File: config.mk
export PLATFORM = sky130hd
export DESIGN_NAME = pipe_key_value_line_parser
export DESIGN_NICKNAME = d
export VERILOG_FILES = /design/src/hdl/pkvlp_pkg.sv /design/src/hdl/pkvlp_step.sv /design/src/hdl/pipe_key_value_line_parser.sv
export VERILOG_INCLUDE_DIRS = /design/src /design/src/hdl
export SDC_FILE = /design/constraint.sdc
export NUM_CORES = 1
export LEC_CHECK = 0
export BUFFER_PORTS_ARGS = -buffer_cell sky130_fd_sc_hd__buf_4
export CORE_UTILIZATION = 53
export DETAILED_ROUTE_END_ITERATION = 10
export PLACE_DENSITY = 0.79
export SKIP_LAST_GASP = 1
export SLEW_MARGIN = 10
export SYNTH_ARGS = -nofsm -noshare
export SYNTH_HDL_FRONTEND = slang
export SYNTH_SLANG_ARGS = --single-unit
File: constraint.sdc
create_clock -name clk -period 4.1 [get_ports clk]
set_input_delay 0.82 -clock clk [delete_from_list [all_inputs] [get_ports clk]]
set_output_delay 0.82 -clock clk [all_outputs]
set_load 0.02 [all_outputs]
File: src/hdl/assert_macros.svh
// ---------------------------------------------------------------------------
// assertion macros
// shared concurrent assertion forms, clocked on clk and held off in reset
// ---------------------------------------------------------------------------
`ifndef ASSERT_MACROS_SVH
`define ASSERT_MACROS_SVH

// same-cycle implication
`define ASSERT_IMPL(label, ante, cons) \
	label: assert property (@(posedge clk) disable iff (!arst_n) (ante) |-> (cons)) \
		else $error("assertion failed");

// next-cycle implication
`define ASSERT_NEXT(label, ante, cons) \
	label: assert property (@(posedge clk) disable iff (!arst_n) (ante) |=> (cons)) \
		else $error("assertion failed");

`endif

File: src/hdl/pkvlp_pkg.sv
// ---------------------------------------------------------------------------
// pkvlp_pkg
// types, codes and character helper of the key=value line parser
// ---------------------------------------------------------------------------
package pkvlp_pkg;

	typedef enum logic [4:0] {
		PH_BEFORE = 5'b00001,
		PH_TYPE   = 5'b00010,
		PH_GAP    = 5'b00100,
		PH_KEY    = 5'b01000,
		PH_VALUE  = 5'b10000
	} phase_t;

	typedef enum logic [2:0] {
		ROLE_DROP  = 3'd0,
		ROLE_TYPE  = 3'd1,
		ROLE_KEY   = 3'd2,
		ROLE_VALUE = 3'd3,
		ROLE_EOL   = 3'd4
	} role_t;

	typedef enum logic [2:0] {
		ST_OK        = 3'd0,
		ST_EMPTY     = 3'd1,
		ST_BAD_TYPE  = 3'd2,
		ST_TOO_MANY  = 3'd3,
		ST_NO_EQUALS = 3'd4,
		ST_EMPTY_KEY = 3'd5
	} status_t;

	localparam logic [7:0] CH_PIPE = 8'h7C;
	localparam logic [7:0] CH_EQ   = 8'h3D;
	localparam logic [7:0] CH_US   = 8'h5F;
	localparam logic [7:0] POS_MAX = 8'hFF;

	typedef struct packed {
		role_t       role;
		logic [3:0]  field_index;
		logic [7:0]  char_pos;
		logic [7:0]  byte_out;
		status_t     status;
		logic [4:0]  num_fields;
	} result_t;

	function automatic logic type_char_ok(input logic [7:0] b);
		return b inside {[8'h41:8'h5A], [8'h30:8'h39], CH_US};
	endfunction

endpackage

File: src/hdl/pkvlp_step.sv
// ---------------------------------------------------------------------------
// pkvlp_step
// per-request parse step: next parser state and the tagged result
// ---------------------------------------------------------------------------
module pkvlp_step #(
	parameter int MAX_FIELDS = 16,
	parameter int TYPE_KEEP  = 31,
	parameter int KEY_KEEP   = 31,
	parameter int VALUE_KEEP = 63,
	parameter int FW         = $clog2(MAX_FIELDS + 1)
) (
	input  logic                kind,
	input  logic [7:0]          data,
	input  pkvlp_pkg::phase_t   phase,
	input  logic [FW-1:0]       fields_done,
	input  logic [7:0]          token_pos,
	input  pkvlp_pkg::status_t  err,
	output pkvlp_pkg::phase_t   phase_nxt,
	output logic [FW-1:0]       fields_nxt,
	output logic [7:0]          token_pos_nxt,
	output pkvlp_pkg::status_t  err_nxt,
	output pkvlp_pkg::result_t  res
);
	import pkvlp_pkg::*;

	logic [7:0] fd_ext;
	logic       tag_en;
	logic       tag_restart;
	role_t      tag_role;
	logic [3:0] tag_field;
	logic [7:0] tag_keep;
	logic [7:0] pos_base;
	status_t    st;

	assign fd_ext = 8'(fields_done);

	always_comb begin
		phase_nxt     = phase;
		fields_nxt    = fields_done;
		token_pos_nxt = token_pos;
		err_nxt       = err;
		res           = '0;
		tag_en        = 1'b0;
		tag_restart   = 1'b0;
		tag_role      = ROLE_DROP;
		tag_field     = 4'd0;
		tag_keep      = 8'(TYPE_KEEP);
		pos_base      = token_pos;
		st            = err;

		if (kind) begin
			if (err == ST_OK) begin
				if (phase == PH_BEFORE)
					st = ST_EMPTY;
				else if (phase == PH_KEY)
					st = ST_NO_EQUALS;
			end
			res.role       = ROLE_EOL;
			res.status     = st;
			res.num_fields = (st == ST_OK) ? fd_ext[4:0] : 5'd0;
			phase_nxt      = PH_BEFORE;
			fields_nxt     = '0;
			token_pos_nxt  = '0;
			err_nxt        = ST_OK;
		end else begin
			res.byte_out = data;
			if (err == ST_OK) begin
				case (phase)
					PH_BEFORE: begin
						if (data != CH_PIPE) begin
							if (!type_char_ok(data)) begin
								err_nxt = ST_BAD_TYPE;
							end else begin
								phase_nxt   = PH_TYPE;
								tag_en      = 1'b1;
								tag_restart = 1'b1;
								tag_role    = ROLE_TYPE;
								tag_keep    = 8'(TYPE_KEEP);
							end
						end
					end
					PH_TYPE: begin
						if (data == CH_PIPE) begin
							phase_nxt = PH_GAP;
						end else if (!type_char_ok(data)) begin
							err_nxt = ST_BAD_TYPE;
						end else begin
							tag_en   = 1'b1;
							tag_role = ROLE_TYPE;
							tag_keep = 8'(TYPE_KEEP);
						end
					end
					PH_GAP: begin
						if (data != CH_PIPE) begin
							if (fd_ext >= 8'(MAX_FIELDS)) begin
								err_nxt = ST_TOO_MANY;
							end else if (data == CH_EQ) begin
								err_nxt = ST_EMPTY_KEY;
							end else begin
								phase_nxt   = PH_KEY;
								tag_en      = 1'b1;
								tag_restart = 1'b1;
								tag_role    = ROLE_KEY;
								tag_field   = fd_ext[3:0];
								tag_keep    = 8'(KEY_KEEP);
							end
						end
					end
					PH_KEY: begin
						if (data == CH_PIPE) begin
							err_nxt = ST_NO_EQUALS;
						end else if (data == CH_EQ) begin
							fields_nxt    = FW'(fields_done + 1'b1);
							phase_nxt     = PH_VALUE;
							token_pos_nxt = '0;
						end else begin
							tag_en    = 1'b1;
							tag_role  = ROLE_KEY;
							tag_field = fd_ext[3:0];
							tag_keep  = 8'(KEY_KEEP);
						end
					end
					PH_VALUE: begin
						if (data == CH_PIPE) begin
							phase_nxt = PH_GAP;
						end else begin
							tag_en    = 1'b1;
							tag_role  = ROLE_VALUE;
							tag_field = 4'(fd_ext - 8'd1);
							tag_keep  = 8'(VALUE_KEEP);
						end
					end
					default: begin
						phase_nxt = PH_BEFORE;
					end
				endcase

				// position tagging with saturating counter
				if (tag_en) begin
					pos_base = tag_restart ? 8'd0 : token_pos;
					if (pos_base < tag_keep) begin
						res.role        = tag_role;
						res.field_index = tag_field;
						res.char_pos    = pos_base;
					end
					token_pos_nxt = (pos_base == POS_MAX) ? POS_MAX : 8'(pos_base + 8'd1);
				end
			end
		end
	end

endmodule

File: src/hdl/pipe_key_value_line_parser.sv
// ---------------------------------------------------------------------------
// pipe_key_value_line_parser
// Parses a line of the form TYPE|key=value|key=value, one request per byte.
// Input channel (in_valid/in_ready): kind 0 carries a line byte in data,
// kind 1 closes the line. Output channel (out_valid/out_ready): exactly one
// result per input request, in order, giving the byte's role, field index,
// position and the byte itself; on end of line role is end-of-line and
// status/num_fields report the outcome.
// A request goes from the input register to the result register.
// Throughput: one request per cycle unless out_ready stalls; the per-byte
// step is a single compare and phase-update pass between these registers.
// in_ready follows out_ready through the two stages, so a stalled receiver
// holds both registers and backs up the input after two requests.
// Reset clears both stages and returns the parser to the start of a line;
// the parser also returns there after every end-of-line request.
// ---------------------------------------------------------------------------
module pipe_key_value_line_parser #(
	parameter int MAX_FIELDS = 16,
	parameter int TYPE_KEEP  = 31,
	parameter int KEY_KEEP   = 31,
	parameter int VALUE_KEEP = 63
) (
	input  logic       clk,
	input  logic       arst_n,
	input  logic       in_valid,
	output logic       in_ready,
	input  logic       kind,
	input  logic [7:0] data,
	output logic       out_valid,
	input  logic       out_ready,
	output logic [2:0] role,
	output logic [3:0] field_index,
	output logic [7:0] char_pos,
	output logic [7:0] byte_out,
	output logic [2:0] status,
	output logic [4:0] num_fields
);
	import pkvlp_pkg::*;

	localparam int FW = $clog2(MAX_FIELDS + 1);

	logic          valid_s1;
	logic          kind_s1;
	logic [7:0]    data_s1;
	logic          valid_s2;
	result_t       res_s2;

	phase_t        phase_q;
	logic [FW-1:0] fields_q;
	logic [7:0]    token_pos_q;
	status_t       err_q;

	phase_t        phase_nxt;
	logic [FW-1:0] fields_nxt;
	logic [7:0]    token_pos_nxt;
	status_t       err_nxt;
	result_t       res_nxt;

	logic          adv_s2;
	logic          step_fire;

	assign adv_s2    = !valid_s2 || out_ready;
	assign step_fire = valid_s1 && adv_s2;
	assign in_ready  = !valid_s1 || adv_s2;

	pkvlp_step #(
		.MAX_FIELDS (MAX_FIELDS),
		.TYPE_KEEP  (TYPE_KEEP),
		.KEY_KEEP   (KEY_KEEP),
		.VALUE_KEEP (VALUE_KEEP),
		.FW         (FW)
	) u_step (
		.kind          (kind_s1),
		.data          (data_s1),
		.phase         (phase_q),
		.fields_done   (fields_q),
		.token_pos     (token_pos_q),
		.err           (err_q),
		.phase_nxt     (phase_nxt),
		.fields_nxt    (fields_nxt),
		.token_pos_nxt (token_pos_nxt),
		.err_nxt       (err_nxt),
		.res           (res_nxt)
	);

	// input stage
	always_ff @(posedge clk or negedge arst_n) begin
		if (!arst_n) begin
			valid_s1 <= 1'b0;
		end else if (in_ready) begin
			valid_s1 <= in_valid;
		end
	end

	always_ff @(posedge clk) begin
		if (in_ready && in_valid) begin
			kind_s1 <= kind;
			data_s1 <= data;
		end
	end

	// parser state
	always_ff @(posedge clk or negedge arst_n) begin
		if (!arst_n) begin
			phase_q     <= PH_BEFORE;
			fields_q    <= '0;
			token_pos_q <= '0;
			err_q       <= ST_OK;
		end else if (step_fire) begin
			phase_q     <= phase_nxt;
			fields_q    <= fields_nxt;
			token_pos_q <= token_pos_nxt;
			err_q       <= err_nxt;
		end
	end

	// result stage
	always_ff @(posedge clk or negedge arst_n) begin
		if (!arst_n) begin
			valid_s2 <= 1'b0;
		end else if (adv_s2) begin
			valid_s2 <= valid_s1;
		end
	end

	always_ff @(posedge clk) begin
		if (step_fire) begin
			res_s2 <= res_nxt;
		end
	end

	assign out_valid   = valid_s2;
	assign role        = res_s2.role;
	assign field_index = res_s2.field_index;
	assign char_pos    = res_s2.char_pos;
	assign byte_out    = res_s2.byte_out;
	assign status      = res_s2.status;
	assign num_fields  = res_s2.num_fields;

`include "assert_macros.svh"

	`ASSERT_IMPL(a_byte_no_status, valid_s2 && res_s2.role != ROLE_EOL, res_s2.status == ST_OK && res_s2.num_fields == 5'd0)
	`ASSERT_IMPL(a_err_no_count, valid_s2 && res_s2.role == ROLE_EOL && res_s2.status != ST_OK, res_s2.num_fields == 5'd0)
	`ASSERT_NEXT(a_eol_restart, step_fire && kind_s1, phase_q == PH_BEFORE && fields_q == '0 && err_q == ST_OK)
	`ASSERT_NEXT(a_err_sticky, step_fire && !kind_s1 && err_q != ST_OK, $stable(err_q))

endmodule
# Yosys cells after proc, flatten, opt, wreduce, memory -nomap -nowiden
# Cells that the tools add are included.
dict set report classes {
  eq_ne 23
  n_reduce_logical 24
  n_bitwise 3
  magnitude_cmp 6
  add_sub_neg 3
  mux 74
}
# op count
set ops {}
lappend ops {{two-way mux 8 bit} 11}
lappend ops {{two-way mux 5 bit} 15}
lappend ops {{two-way mux 3 bit} 17}
lappend ops {{two-way mux 15 bit} 3}
lappend ops {{!= test 3 bit (second input constant)} 9}
lappend ops {{two-way mux 4 bit} 5}
lappend ops {{case mux 5 bit (4 select lines)} 1}
lappend ops {{equality test 8 x 7 -> 1 bit (second input constant)} 2}
lappend ops {{case mux 3 bit (5 select lines)} 1}
lappend ops {{two-way mux 1 bit} 14}
lappend ops {{case mux 3 bit (4 select lines)} 1}
lappend ops {{case mux 4 bit (3 select lines)} 1}
lappend ops {{AND reduction 10 bit} 1}
lappend ops {{AND reduction 5 bit} 2}
lappend ops {{nonzero test 3 bit} 3}
lappend ops {{adder 8 x 1 -> 8 bit (second input constant)} 1}
lappend ops {{equality test 8 x 6 -> 1 bit (second input constant)} 1}
lappend ops {{equality test 8 bit (second input constant)} 1}
lappend ops {{>= comparator 8 x 6 -> 1 bit (second input constant)} 1}
lappend ops {{>= comparator 8 x 7 -> 1 bit (second input constant)} 1}
lappend ops {{<= comparator 8 x 6 -> 1 bit (second input constant)} 1}
lappend ops {{<= comparator 8 x 7 -> 1 bit (second input constant)} 1}
lappend ops {{less-than comparator 8 bit} 1}
lappend ops {{!= test 8 x 7 -> 1 bit (second input constant)} 1}
lappend ops {{other kinds (27)} 38}
dict set report word_totals {
  output_inout_bits 33
  word_cells 148
  reg_bits 63
}

# Depth between registers and ports, before layout
dict set report depth {
  depth_word 14
  ltp_mapped 12
}

# Modules after synthesis
# From an unflattened synthesis, not the netlist that was laid out.
dict set report hier_totals {
  cells_unflattened 319
  hier_area_um2 3574.7
}
# mod instances seq_area_each_um2 area_each_um2 cells_per_inst
set by_module_without_submodules {}
lappend by_module_without_submodules {pipe_key_value_line_parser 1 1778.0 2163.3 93}
lappend by_module_without_submodules {pkvlp_step 1 0.0 1411.4 226}

# Worst setup path after synthesis
# OpenSTA, ideal clock, no wires.
dict set report synth_timing {
  path_type {register to register}
  start {register data_s1[7]}
  end {register res_s2 (netlist bit char_pos[0]) (data pin)}
  t_arrival_ps 2686
  setup_slack_ps 1159
  setup_ps 255
  path_stages_with_launch 13
  period_less_slack_ps 2941
  path_cell_list {edfxtp_1 -> nand4b_2 -> or4b_4 -> nand2b_4 -> o32a_2 -> and2_1 -> ha_1 -> nand2_1 -> nor2_1 -> a211oi_1 -> o2111ai_2 -> nor2_2 -> and2_1}
}
dict set report synth_between {
  elab_chain_len 12
  elab_cells_between_ends 34
  classes_between {order compare: 5; eq/ne: 4; mux: 19; bitwise: 2; reduce/logical: 4}
}
# item line_no
set synth_lines {}
lappend synth_lines {{start: declaration} pipe_key_value_line_parser.sv:44} ;# logic [7:0] data_s1;
lappend synth_lines {{start signal: assignment} pipe_key_value_line_parser.sv:98} ;# data_s1 <= data;
lappend synth_lines {{>= comparator 8 x 7 -> 1 bit (tied with other cells)} pkvlp_pkg.sv:47} ;# return b inside {[8'h41:8'h5A], [8'h30:8'h39], CH_US};
lappend synth_lines {{logical AND 1 bit} pkvlp_pkg.sv:47}
lappend synth_lines {{nonzero test 3 bit} pkvlp_pkg.sv:47}
lappend synth_lines {{two-way mux 1 bit} {pkvlp_step.sv:71, pkvlp_step.sv:85}}
lappend synth_lines {{two-way mux 1 bit} pkvlp_step.sv:70} ;# if (data != CH_PIPE) begin
lappend synth_lines {{case mux 1 bit (2 select lines)} pkvlp_step.sv:68} ;# case (phase)
lappend synth_lines {{two-way mux 1 bit} pkvlp_step.sv:67} ;# if (err == ST_OK) begin
lappend synth_lines {{two-way mux 1 bit} pkvlp_step.sv:51} ;# if (kind) begin
lappend synth_lines {{two-way mux 8 bit} pkvlp_step.sv:140} ;# pos_base = tag_restart ? 8'd0 : token_pos;
lappend synth_lines {{less-than comparator 8 bit} pkvlp_step.sv:141} ;# if (pos_base < tag_keep) begin
lappend synth_lines {{inverter 1 bit (no line)} n/a}
lappend synth_lines {{OR reduction 4 bit (no line)} n/a}
lappend synth_lines {{end signal: assignment} pipe_key_value_line_parser.sv:128} ;# res_s2 <= res_nxt;
lappend synth_lines {{end: declaration} pipe_key_value_line_parser.sv:46} ;# result_t res_s2;
# Parallel ways exist; a longest one is shown, timed or not. The select of a mux whose other input is x is not followed.
# A chain may end at the register's enable or synchronous reset.

# Worst setup path after layout
dict set report layout_timing {
  start {register data_s1[7]}
  end {register res_s2 (netlist bit char_pos[4]) (data pin)}
}
# The elaborated chain is that of the path after synthesis.

==> impl_metrics.py <==
metrics = {
    "power_and_ir_drop": {
        "netSwitchingFraction_pct": 30.24,
        "switchingPower_w": 0.0005123,
        "p_comb_share_pct": 22.8,
        "irDropWorstVdd_mv": 0.2526,
        "intPower_w": 0.001182,
        "leakagePower_nw": 1.499,
        "seq_power_share_pct": 47.7,
        "power.share.clock_pct": 29.5,
        "power.density_mw_per_mm2": 455.7,
    },
    "clock_tree": {
        "cts_tree": "yes",
        "cts_buffers": 9,
        "clockRootBuffer": "clkbuf_8",
        "post_cts_buffers": 0,
        "htree_num_levels": 3,
        "cts_sinks": 63,
        "insertion_delay_ns": 0.34,
        "ctsResizeCount": 0,
        "postCtsHoldBufs": 0,
        "clockBufferDepth": 2,
        "clk_pin_slew_ns": 0.07,
    },
    "timing": {
        "slew_violations": 0,
        "skew_ns": 0.002973,
        "fmax_mhz": 302.7,
        "setup_violations": 0,
        "maxSlewHeadroom_pct": 36.64,
        "finalCriticalPeriod_ns": 3.303,
        "period_share_pct": 80.57,
        "worst_pin_slew_ns": 0.9504,
        "layout_setup_ws_ns": 0.7966,
        "grt_setup_unrepaired": "false",
        "tns_ns": 0,
        "timing_hold_violations_final": 0,
    },
    "synthesis": {
        "synth_top_area_share_pct": 38.51,
        "postSynthAreaPerCell_sq_um": 11.38,
        "synthArstFlopShare_pct": 36.51,
        "synth_seq_area_share_pct": 57.00,
        "yosysMostFrequentCell": "edfxtp_1",
        "synth.largest_area_cell": "edfxtp_1",
        "synth_fa_ha_area_share_pct": 1.604,
        "syn_inst": 274,
        "ys_top_cells_by_area": "edfxtp_1, dfrtp_1, nor2_1",
        "yosysUniqueCellTypes": 61,
        "synth_top_family_by_area": "simple AND/OR/NAND/NOR gates",
        "synth_compound_area_share_pct": 15.56,
        "synthMuxAreaShare_pct": 1.765,
        "ys_ff_latch": 63,
        "syn_area_sq_mm": 0.003119,
        "yosys_warnings": 0,
        "synth_edf_count": 40,
        "synthFlopType": "edfxtp_1",
        "yosys.area_share.simple_pct": 21.38,
        "synth_xor_area_share_pct": 0.5616,
        "synth_common_cells": "edfxtp_1, nor2_1, dfrtp_1",
    },
    "placement": {
        "numPortBuffers": 45,
        "dpl.cell_count": 387,
        "place_ws_ns": 0.8238,
        "place.gp.congestion": 0.8182,
        "hpwl_mm": 4.249,
    },
    "floorplanning": {
        "io_pins": 46,
        "rows": 27,
        "dieHeight_um": 78.72,
        "start_util_pct": 55.96,
        "core_area_sq_mm": 0.005574,
        "fp.dieW_um": 78.72,
        "die_area_sq_mm": 0.006196,
    },
    "cells_and_area": {
        "final_cells": 403,
        "diodes": 0,
        "area_growth_pct": 19.17,
        "nNetsFinal": 343,
        "final.fill_count": 447,
        "drive_above_1_share_pct": 24.77,
    },
    "critical_path": {
        "arrival_ns": 3.40,
        "end_kind": "register",
        "worstPathMaxFanout": 7,
        "required_ns": 4.19,
        "crit_type": "reg2reg",
        "path_cells": "nand4b_2 -> or4b_4 -> nand2b_4 -> o32a_2 -> and2_1 -> ha_1 -> nand2_1 -> nor2_1 -> a211oi_1 -> o2111ai_2 -> nor2_2 -> and2_1",
        "cp_common_cell": "and2_1",
        "slowest_stage": "or4b_4",
        "slowest_delay_ns": 0.59,
        "start_kind": "register",
    },
    "global_route": {
        "grt_pass1_wl_mm": 9.777,
        "grt_pass1_vias": 2114,
        "track_usage_pct": 21.35,
        "overflow": 0,
        "grt_max_degree": 30,
        "antenna_found_initial": 0,
    },
    "detailed_routing": {
        "ant_nets": 0,
        "dr.pass1.iters": 4,
        "viasPerCell": 5.752,
        "drc": 0,
        "first_iter_violations": 218,
        "totalWireLength_mm": 6.160,
        "vias": 2318,
        "wl_per_cell_um": 15.29,
    },
    "hold_path": {
        "hold_class": "in2async",
    },
    "job": {
        "cap_violations": 0,
    },
    "run_status": {
        "status": "finished, final reports clean",
    },
}
==> cells by family (layout without fill, tap and decap cells) <==
family	after synthesis	in the layout
AND/OR/NAND/NOR	121	121
flip-flops	63	63
AO/OA/AOI/OAI	62	62
buffers and inverters	16	72
multiplexers	5	5
adder cells (fa/ha/maj)	4	4
XOR/XNOR	2	2
other	1	2
==> routing by layer <==
layer / global-route usage (%) / routed length, um
met3: 6.207 / 326
met5: 0 / 0
met2: 34.43 / 3038
met4: 7.963 / 79
met1: 27.29 / 2716
==> path summary, 6_finish.rpt <==
kind,from,to,slack (ns),cells after the start
max,data_s1[7]$_DFFE_PP_,char_pos[4]$_SDFFCE_PP0P_,0.80,12
min,arst_n,fields_q[3]$_DFFE_PN0P_,0.37,1
max reg2reg,data_s1[7]$_DFFE_PP_,char_pos[4]$_SDFFCE_PP0P_,0.80,12
max in group asynchronous,arst_n,phase_q[0]$_DFFE_PN1P_,3.44,1
min in group clk,valid_s1$_DFFE_PN0N_,out_valid$_DFFE_PN0P_,0.50,1
min reg2reg,valid_s1$_DFFE_PN0N_,out_valid$_DFFE_PN0P_,0.50,1
==> layout make-up <==
cell class | count | area (sq um) | area share, %
repair buffers | 47 | 352.8 | 9.492
multi-input cells | 196 | 1282 | 34.50
clock inverters | 5 | 48.80 | 1.313
flip-flops and latches | 63 | 1778 | 47.83
inverters | 9 | 33.78 | 0.9088
clock buffers | 11 | 131.4 | 3.534
well taps | 72 | 90.09 | 2.423
==> through the flow <==
stage          hold WS (ns)  power (W)  utilization (%)  instance area, sq um
2_1_floorplan        0.4206   0.001086                -                  3123
3_3_place_gp         0.4781   0.001190            63.46                  3537
3_5_place_dp         0.4811   0.001202            63.46                  3537
4_1_cts              0.3715   0.001700            66.69                  3717
5_1_grt              0.3697   0.001775            66.69                  3717
6_report             0.3723   0.001694            66.69                  3717
==> flip-flops by register name, indices dropped and copies added (netlist names) <==
register	flops
byte_out	8
char_pos	8
token_pos_q	8
data_s1	8
err_q	3
num_fields	5
out_valid	1
fields_q	5
field_index	4
role	3
kind_s1	1
phase_q	5
status	3
valid_s1	1
==> power groups by stage <==
stage          Sequential, W  Combinational (W)  Clock [W]
3_3_place_gp        0.000816           0.000375          0
6_report            0.000808           0.000386   0.000501
4_1_cts             0.000806           0.000385   0.000508
5_1_grt             0.000815           0.000422   0.000538
3_5_place_dp        0.000818           0.000384          0
2_1_floorplan       0.000827           0.000259          0
==> placed cells by master, fill, tap and decap left out, types with 2 or more instances in the layout <==
cell / count
a22o_1: 2
and3_1: 3
nor2_2: 3
clkbuf_8: 9
a32o_1: 2
dfrtp_1: 22
inv_2: 2
ha_1: 4
a21boi_0: 2
nand3_1: 10
a211oi_1: 3
a31oi_1: 5
nor2_1: 35
clkbuf_1: 2
edfxtp_1: 40
nor4_1: 2
nand3b_1: 2
clkinv_2: 3
o21bai_1: 3
nor2b_1: 9
a21oi_1: 7
o21ai_0: 15
o31ai_1: 4
o21a_1: 2
o22a_1: 3
nand2_1: 14
buf_4: 47
nor3b_1: 2
inv_1: 7
nand2b_1: 6
and2_1: 19
mux2_1: 3
conb_1: 2
o41ai_1: 2
nor3_1: 6
==> critical path: cells and delay by family (launching register included) <==
family                     cells  cell delay [ns]
and+or+nand+nor                8             1.74
AOI/OAI and AO/OA              3             0.68
adders and majority gates      1             0.22
DFF                            1             0.41
(Power assumes the default switching activity.)
